## config.mk

```make
export PLATFORM = sky130hd
export DESIGN_NAME = two_voice_note_sequencer
export DESIGN_NICKNAME = d
export VERILOG_FILES = /design/src/hw/rtl/tvns_pkg.sv /design/src/hw/rtl/two_voice_note_sequencer.sv /design/src/hw/rtl/tvns_table.sv
export SDC_FILE = /design/constraint.sdc
export NUM_CORES = 2
export LEC_CHECK = 0
export BUFFER_PORTS_ARGS = -buffer_cell sky130_fd_sc_hd__buf_2
export CORE_MARGIN = 2
export CORE_UTILIZATION = 57
export DETAILED_ROUTE_END_ITERATION = 8
export HOLD_SLACK_MARGIN = 0.02
export PLACE_DENSITY = 0.76
export SETUP_SLACK_MARGIN = 0.3
export SLEW_MARGIN = 25
export SYNTH_ARGS = -nofsm -noshare
export SYNTH_HDL_FRONTEND = slang
export SYNTH_SLANG_ARGS = --single-unit
```

## constraint.sdc

```tcl
create_clock -name clk -period 3.6 [get_ports clk]
set_clock_uncertainty 0.15 [all_clocks]
set_input_delay 0.72 -clock clk [delete_from_list [all_inputs] [get_ports clk]]
set_output_delay 0.72 -clock clk [all_outputs]
set_load 0.05 [all_outputs]
```

## src/hw/rtl/tvns_pkg.sv

```systemverilog
// ============================================================================
// Two-voice note sequencer package
// Shared constants, operation codes and record types for the sequencer and
// its note table memories.
// ============================================================================
package tvns_pkg;

    localparam int TABLE_DEPTH = 64;
    localparam int ADDR_W      = $clog2(TABLE_DEPTH);
    localparam int LEVEL_W     = 4;
    localparam int CFG_INDEX_W = 1;
    localparam int NUM_VOICES  = 2;

    localparam logic [LEVEL_W-1:0] MELODY_LEVEL_RST = 4'd12;
    localparam logic [LEVEL_W-1:0] BASS_LEVEL_RST   = 4'd10;

    localparam int VOICE_MELODY = 0;
    localparam int VOICE_BASS   = 1;

    localparam logic [CFG_INDEX_W-1:0] CFG_MELODY_LEVEL = 1'b0;
    localparam logic [CFG_INDEX_W-1:0] CFG_BASS_LEVEL   = 1'b1;

    typedef enum logic [1:0] {
        OP_TICK = 2'd0,
        OP_PLAY = 2'd1,
        OP_LOAD = 2'd2,
        OP_STOP = 2'd3
    } op_t;

    typedef struct packed {
        logic [3:0] distortion;
        logic [4:0] pitch;
        logic [7:0] frames;
    } entry_t;

    typedef struct packed {
        logic              en;
        logic [ADDR_W-1:0] addr;
        entry_t            entry;
    } tbl_wr_t;

    typedef struct packed {
        logic [3:0]         distortion;
        logic [4:0]         pitch;
        logic [LEVEL_W-1:0] volume;
    } sound_t;

    typedef struct packed {
        sound_t melody;
        logic   melody_started;
        sound_t bass;
        logic   bass_started;
    } result_t;

endpackage

```

## src/hw/rtl/two_voice_note_sequencer.sv

```systemverilog
// ============================================================================
// Two-voice note sequencer
// Melody and bass voices stepping through loadable note tables on frame ticks.
// ============================================================================
// Each accepted transaction yields exactly one result transaction. Loads,
// stops and ticks that start no note produce their result directly; play,
// and a tick on which a voice's countdown expires, produce it once the next
// note entry is read from the note table memory, whose read data is registered.
// The input is stalled while that read is pending. A two-entry output buffer
// lets the sequencer keep accepting while a result waits to be taken.
// Level registers should be written only while the sequencer is idle.
module two_voice_note_sequencer
    import tvns_pkg::*;
(
    input  logic                   clk,
    input  logic                   rst_n,

    input  logic                   cfg_write,
    input  logic [CFG_INDEX_W-1:0] cfg_index,
    input  logic [LEVEL_W-1:0]     cfg_data,

    input  logic                   item_valid,
    output logic                   item_stall,
    input  logic [1:0]             operation,
    input  logic                   voice,
    input  logic [5:0]             entry_index,
    input  logic [3:0]             entry_distortion,
    input  logic [4:0]             entry_pitch,
    input  logic [7:0]             entry_frames,

    output logic                   result_valid,
    input  logic                   result_stall,
    output logic [3:0]             melody_distortion,
    output logic [4:0]             melody_pitch,
    output logic [3:0]             melody_volume,
    output logic                   melody_started,
    output logic [3:0]             bass_distortion,
    output logic [4:0]             bass_pitch,
    output logic [3:0]             bass_volume,
    output logic                   bass_started
);

    logic [LEVEL_W-1:0]    level_reg [NUM_VOICES];
    logic [ADDR_W-1:0]     pos_reg   [NUM_VOICES];
    logic [ADDR_W-1:0]     pos_next  [NUM_VOICES];
    logic [7:0]            cnt_reg   [NUM_VOICES];
    logic [7:0]            cnt_next  [NUM_VOICES];
    sound_t                snd_reg   [NUM_VOICES];
    sound_t                snd_next  [NUM_VOICES];
    logic [NUM_VOICES-1:0] pend_reg;
    logic [NUM_VOICES-1:0] pend_next;

    tbl_wr_t               tbl_wr    [NUM_VOICES];
    logic                  rd_en     [NUM_VOICES];
    logic [ADDR_W-1:0]     rd_addr   [NUM_VOICES];
    entry_t                rd_entry  [NUM_VOICES];
    entry_t                zero_entry[NUM_VOICES];

    result_t               out_reg;
    result_t               skid_reg;
    logic                  out_valid_reg;
    logic                  skid_valid_reg;

    logic                  accept;
    logic                  pop;
    logic                  push;
    result_t               push_data;
    op_t                   op;
    logic                  load_ok;
    logic [ADDR_W-1:0]     load_addr;

    assign op        = op_t'(operation);
    assign accept    = item_valid && !item_stall;
    assign pop       = out_valid_reg && !result_stall;
    assign load_ok   = int'(entry_index) < TABLE_DEPTH;
    assign load_addr = ADDR_W'(entry_index);

    assign item_stall = (|pend_reg) || skid_valid_reg;

    tvns_table u_melody_table (
        .clk        (clk),
        .rst_n      (rst_n),
        .wr         (tbl_wr[VOICE_MELODY]),
        .rd_en      (rd_en[VOICE_MELODY]),
        .rd_addr    (rd_addr[VOICE_MELODY]),
        .rd_entry   (rd_entry[VOICE_MELODY]),
        .zero_entry (zero_entry[VOICE_MELODY])
    );

    tvns_table u_bass_table (
        .clk        (clk),
        .rst_n      (rst_n),
        .wr         (tbl_wr[VOICE_BASS]),
        .rd_en      (rd_en[VOICE_BASS]),
        .rd_addr    (rd_addr[VOICE_BASS]),
        .rd_entry   (rd_entry[VOICE_BASS]),
        .zero_entry (zero_entry[VOICE_BASS])
    );

    always_comb
    begin
        entry_t            ent;
        logic [ADDR_W-1:0] pos_inc;
        ent     = '0;
        pos_inc = '0;
        for (int v = 0; v < NUM_VOICES; v++)
        begin
            pos_next[v]  = pos_reg[v];
            cnt_next[v]  = cnt_reg[v];
            snd_next[v]  = snd_reg[v];
            pend_next[v] = 1'b0;
            rd_en[v]     = 1'b0;
            rd_addr[v]   = '0;
            tbl_wr[v].en    = 1'b0;
            tbl_wr[v].addr  = load_addr;
            tbl_wr[v].entry = '{distortion: entry_distortion, pitch: entry_pitch,
                                frames: entry_frames};

            if (pos_reg[v] == ADDR_W'(TABLE_DEPTH - 1))
            begin
                pos_inc = '0;
            end
            else
            begin
                pos_inc = pos_reg[v] + ADDR_W'(1);
            end

            if (pend_reg[v])
            begin
                // A zero-length entry marks the song end: restart from entry 0.
                if (rd_entry[v].frames != 8'd0)
                begin
                    ent = rd_entry[v];
                end
                else
                begin
                    ent         = zero_entry[v];
                    pos_next[v] = '0;
                end
                snd_next[v].distortion = ent.distortion;
                snd_next[v].pitch      = ent.pitch;
                snd_next[v].volume     = level_reg[v];
                cnt_next[v]            = ent.frames;
            end

            if (accept)
            begin
                case (op)
                    OP_TICK:
                    begin
                        if (cnt_reg[v] != 8'd0)
                        begin
                            cnt_next[v] = cnt_reg[v] - 8'd1;
                            if (cnt_reg[v] == 8'd1)
                            begin
                                pend_next[v] = 1'b1;
                                pos_next[v]  = pos_inc;
                                rd_en[v]     = 1'b1;
                                rd_addr[v]   = pos_inc;
                            end
                        end
                    end
                    OP_PLAY:
                    begin
                        pend_next[v] = 1'b1;
                        pos_next[v]  = '0;
                        rd_en[v]     = 1'b1;
                        rd_addr[v]   = '0;
                    end
                    OP_LOAD:
                    begin
                        tbl_wr[v].en = load_ok && (int'(voice) == v);
                    end
                    OP_STOP:
                    begin
                        pos_next[v] = '0;
                        cnt_next[v] = '0;
                        snd_next[v] = '0;
                    end
                    default:
                    begin
                        pend_next[v] = 1'b0;
                    end
                endcase
            end
        end
    end

    assign push = (accept && (pend_next == '0)) || (|pend_reg);

    always_comb
    begin
        push_data.melody         = snd_next[VOICE_MELODY];
        push_data.melody_started = pend_reg[VOICE_MELODY];
        push_data.bass           = snd_next[VOICE_BASS];
        push_data.bass_started   = pend_reg[VOICE_BASS];
    end

    always_ff @(posedge clk or negedge rst_n)
    begin
        if (!rst_n)
        begin
            level_reg[VOICE_MELODY] <= MELODY_LEVEL_RST;
            level_reg[VOICE_BASS]   <= BASS_LEVEL_RST;
            for (int v = 0; v < NUM_VOICES; v++)
            begin
                pos_reg[v] <= '0;
                cnt_reg[v] <= '0;
                snd_reg[v] <= '0;
            end
            pend_reg <= '0;
        end
        else
        begin
            if (cfg_write)
            begin
                case (cfg_index)
                    CFG_MELODY_LEVEL: level_reg[VOICE_MELODY] <= cfg_data;
                    CFG_BASS_LEVEL:   level_reg[VOICE_BASS]   <= cfg_data;
                    default:          level_reg[VOICE_MELODY] <= level_reg[VOICE_MELODY];
                endcase
            end
            for (int v = 0; v < NUM_VOICES; v++)
            begin
                pos_reg[v] <= pos_next[v];
                cnt_reg[v] <= cnt_next[v];
                snd_reg[v] <= snd_next[v];
            end
            pend_reg <= pend_next;
        end
    end

    always_ff @(posedge clk or negedge rst_n)
    begin
        if (!rst_n)
        begin
            out_valid_reg  <= 1'b0;
            skid_valid_reg <= 1'b0;
        end
        else
        begin
            if (!out_valid_reg || pop)
            begin
                out_valid_reg  <= skid_valid_reg || push;
                skid_valid_reg <= skid_valid_reg && push;
            end
            else if (push)
            begin
                skid_valid_reg <= 1'b1;
            end
        end
    end

    always_ff @(posedge clk)
    begin
        if (!out_valid_reg || pop)
        begin
            out_reg <= skid_valid_reg ? skid_reg : push_data;
            if (skid_valid_reg && push)
            begin
                skid_reg <= push_data;
            end
        end
        else if (push)
        begin
            skid_reg <= push_data;
        end
    end

    assign result_valid      = out_valid_reg;
    assign melody_distortion = out_reg.melody.distortion;
    assign melody_pitch      = out_reg.melody.pitch;
    assign melody_volume     = out_reg.melody.volume;
    assign melody_started    = out_reg.melody_started;
    assign bass_distortion   = out_reg.bass.distortion;
    assign bass_pitch        = out_reg.bass.pitch;
    assign bass_volume       = out_reg.bass.volume;
    assign bass_started      = out_reg.bass_started;

    a_pend_one_cycle: assert property (@(posedge clk) disable iff (!rst_n)
        (|pend_reg) |=> (pend_reg == '0))
        else $error("A note start stayed pending for more than one cycle.");

    a_pend_from_accept: assert property (@(posedge clk) disable iff (!rst_n)
        (|pend_reg) |-> $past(accept))
        else $error("A note start is pending without an accepted transaction.");

    a_skid_behind_out: assert property (@(posedge clk) disable iff (!rst_n)
        skid_valid_reg |-> out_valid_reg)
        else $error("The skid stage holds a result while the output is empty.");

    a_no_overflow: assert property (@(posedge clk) disable iff (!rst_n)
        (push && skid_valid_reg) |-> pop)
        else $error("A result was produced with both output stages full.");

endmodule

```

## src/hw/rtl/tvns_table.sv

```systemverilog
// ============================================================================
// Note table
// One voice's note table: a synchronous memory with one write and one
// registered read port, per-entry valid bits so that unwritten entries read
// as zero, and a register copy of entry 0 for wrapping to the song start.
// ============================================================================
module tvns_table
    import tvns_pkg::*;
(
    input  logic              clk,
    input  logic              rst_n,
    input  tbl_wr_t           wr,
    input  logic              rd_en,
    input  logic [ADDR_W-1:0] rd_addr,
    output entry_t            rd_entry,
    output entry_t            zero_entry
);

    entry_t                 mem [TABLE_DEPTH];
    entry_t                 rd_data_reg;
    logic                   rd_valid_reg;
    logic [TABLE_DEPTH-1:0] valid_reg;
    entry_t                 zero_reg;

    always_ff @(posedge clk)
    begin
        if (wr.en)
        begin
            mem[wr.addr] <= wr.entry;
        end
        if (rd_en)
        begin
            rd_data_reg <= mem[rd_addr];
        end
    end

    always_ff @(posedge clk or negedge rst_n)
    begin
        if (!rst_n)
        begin
            valid_reg    <= '0;
            rd_valid_reg <= 1'b0;
            zero_reg     <= '0;
        end
        else
        begin
            if (wr.en)
            begin
                valid_reg[wr.addr] <= 1'b1;
                if (wr.addr == '0)
                begin
                    zero_reg <= wr.entry;
                end
            end
            if (rd_en)
            begin
                rd_valid_reg <= valid_reg[rd_addr];
            end
        end
    end

    assign rd_entry   = rd_valid_reg ? rd_data_reg : '0;
    assign zero_entry = zero_reg;

endmodule
```

==> flow_metrics.tcl <==
set metrics [dict create \
    dp.final_hpwl_mm 173.5 \
    slowest_stage "dfrtp_2" \
    global_route.overflow_total 0 \
    synth_top_cell_area_share_pct 66.74 \
    regToRegEndpoint "u_melody_table.rd_data_reg[3]" \
    die_area_um2 182300 \
    tightest_slew_ps 1127 \
    fin_crit_ps 3650 \
    synthTopCellsByArea "edfxtp_1 67%, mux2i_1 11%, dfrtp_1 5.5%" \
    fmax_mhz 274.0 \
    clkLatencyLatePin_ps 880 \
    ys_seq_area_share_pct 72.39 \
    whs_ps 81.25 \
    cp.arrival_ps 4250 \
    syn-cell-area_um2 102000 \
    power.leakage_nw 42.60 \
    remaining_drc_errors 23 \
    layout.nets 7644 \
    reg2reg_from "pend_reg[0]" \
    fin_crit_sh_pct 101.4 \
    synth_cell_types 73 \
    min_path_type "in2reg" \
    grt_pass1_wl_mm 425.9 \
    cts.sinks 2496 \
    netlist_instances 6718 \
    reg_top3 "u_bass_table.mem: 1088 flops, u_melody_table.mem: 1088 flops" \
    r2r_cells 15 \
    place.gp.congestion 0.9147 \
    io-pin-count 66 \
    r2r_setup_slack_ps -50 \
    setup_viol 2 \
    synthFlopType "edfxtp_1" \
    syn_area_per_cell_um2 15.18 \
    grt_pass1_vias 64490 \
    place_inst 9465 \
    cp_max_fo 8 \
    synthArstFlopShare_pct 9.215 \
    wl_per_cell_um 29.71 \
    grt_usage_pct 32.00 \
    synth_edf_count 2266 \
    cts_tree "built" \
    ir_drop_mv 0.6299 \
    worstPathCellList "nor4b_2 -> buf_4 -> and2_4 -> buf_6 -> buf_12 -> nand3_4 -> buf_6 -> buf_16 -> buf_12 -> buf_6 -> a31oi_2 -> a311o_1 -> nand4_1 -> o31ai_2 -> buf_4" \
    post_drt_via_cell_ratio 6.490 \
    slowest_delay_ps 470 \
    crit_top_cell "buf_6" \
    htreeDepth 4 \
    crit_end "u_melody_table.rd_data_reg[3]" \
    status "finished with violations" \
    cts-root-buf "clkbuf_16" \
    drtIter0Drc 9560 \
    antenna_left 0 \
    die_w_um 426.9 \
    hold_viol_final 0 \
    powerDensity_nw_per_um2 502.9 \
    num_rows 155 \
    die_h_um 426.9 \
    cts.clk_slew.worst_paths_ps 60 \
    cap_violations 0 \
    grt_max_degree 131 \
    cp.required_ps 4200 \
    end_kind "flip-flop" \
    drive_above_1_share_pct 25.12 \
    synth.most_common_cell "edfxtp_1" \
    yosysWarnings 0 \
    io_buffer_count 65 \
    clk_path_buf_depth 3 \
    path_class "reg2reg" \
    stdcell_count 10160 \
    worst_slack_ps -49.88 \
    tns_ps -53.51 \
    areaGrowthSynthToFinish_pct 22.28 \
    yosys.area.top_type "edfxtp_1" \
    vias 65940 \
    syn_nets 6767 \
    startpoint "pend_reg[0]" \
    initial_core_util_pct 57.27 \
    cts_made_buffers 231 \
    ys_ff_latch 2496 \
    violations "DRC, setup timing" \
    firstDrtPassIters 9 \
    rsz0062_at_grt "yes" \
    p_total_mw 62.70 \
    routed_wl_mm 301.9 \
    worstSetupStartpointType "flip-flop" \
    coreArea_um2 178000 \
    synth_commonest_cells "2266 x edfxtp_1, 1115 x mux2i_1, 911 x nand2_1" \
    maxSlewViolCount 0 \
    antenna_found_initial 13 \
    relSlewSlack_pct 24.87 \
]
cell usage in the layout (no fill, tap or decap), types with 28 or more instances in the layout:
master	count
clkbuf_1	62
mux2_1	65
o31ai_1	53
dfrtp_1	222
a22o_1	46
edfxtp_1	2266
o21ai_1	46
buf_4	679
a31oi_1	215
mux2i_2	59
o21ai_0	82
o211ai_1	38
clkinv_1	39
buf_12	224
buf_6	70
a21oi_1	56
or2_2	107
buf_16	28
nand2_1	896
and3_1	59
a22oi_2	30
nor4_1	35
mux2_2	86
clkbuf_16	242
a311o_1	32
mux2i_1	1029
nor2_1	163
buf_2	47
clkinv_2	45
o311a_1	34
nor2_2	36
nand3_1	144
cell families (layout without fill, tap and decap cells):
family | after synthesis | after routing | synth area share (%)
muxes | 1267 | 1267 | 12.63
buffers and inverters | 458 | 1539 | 1.921
xor gates and xnor gates | 6 | 6 | 0.05155
adders and majority gates | 13 | 13 | 0.1595
other | 0 | 6 | 0
and+or+nand+nor | 1610 | 1610 | 7.017
DFF | 2496 | 2496 | 72.39
AOI/OAI and AO/OA | 868 | 868 | 5.838
final cells by class:
| type | instances | area [µm²] |
|---|---|---|
| flip-flops and latches | 2496 | 73810 |
| fillers | 10720 | 53360 |
| multi-input cells | 3764 | 28160 |
| repair buffers | 1089 | 12190 |
| clock buffers | 307 | 6240 |
| well taps | 2355 | 2947 |
| clock inverters | 130 | 1270 |
| inverters | 13 | 48.80 |
| diodes | 6 | 15.01 |
critical path, delay by kind of cell (launching register included):
kind / cells / cell delay (ps)
AOI/OAI and AO/OA: 3 / 730
buffers and inverters: 8 / 1200
DFF: 1 / 470
and+or+nand+nor: 4 / 960
metal layers:
layer	vias up	wire, µm	track usage, %
li1	27530	-	-
met2	4621	142400	51.51
met1	32720	104600	40.70
met3	1061	32300	5.949
met4	2	22600	19.18
met5	-	13	0
metrics by stage:
stage | setup WS, ps | util [%] | instance area, µm²
detailed placement | -771.5 | 62.70 | 111600
global placement | -700.0 | 62.70 | 111600
global route | -51.47 | 70.03 | 124700
floorplan | 339.5 | - | 102000
CTS | 139.8 | 68.78 | 122400
finish | -49.88 | 70.03 | 124700
worst min-delay path by stage:
stage | slack [ps] | to | from | depth (start not counted)
final | 80 | u_melody_table.zero_entry[0] | entry_frames[0] | 3
after global routing | 80 | u_melody_table.mem[26][0] | entry_frames[0] | 1
after CTS | 40 | u_melody_table.zero_entry[0] | entry_frames[0] | 3
after floorplan | 270 | cnt_reg[0] | rst_n | 0
after detailed placement | 300 | u_bass_table.valid_reg[25] | u_bass_table.valid_reg[25] | 1
after global placement | 290 | u_bass_table.valid_reg[24] | u_bass_table.valid_reg[24] | 1
power by group:
part	internal, mW	switching (mW)	total, mW
clock	13.6	10.8	24.4
combinational	1.86	3.73	5.59
sequential	32.4	0.337	32.7
total	47.8	14.9	62.7
timing repair:
item | 4_1_cts | 5_1_grt
setup buffers | 136 | 76
hold buffers | 8 | 0
resized for setup | 323 | 306
endpoints found under the setup margin | 36 | 36
gates cloned | 24 | 8
pin swaps | 64 | 108
endpoints found under the hold margin | 105 | 0
Power figures use the tool's default switching activity.
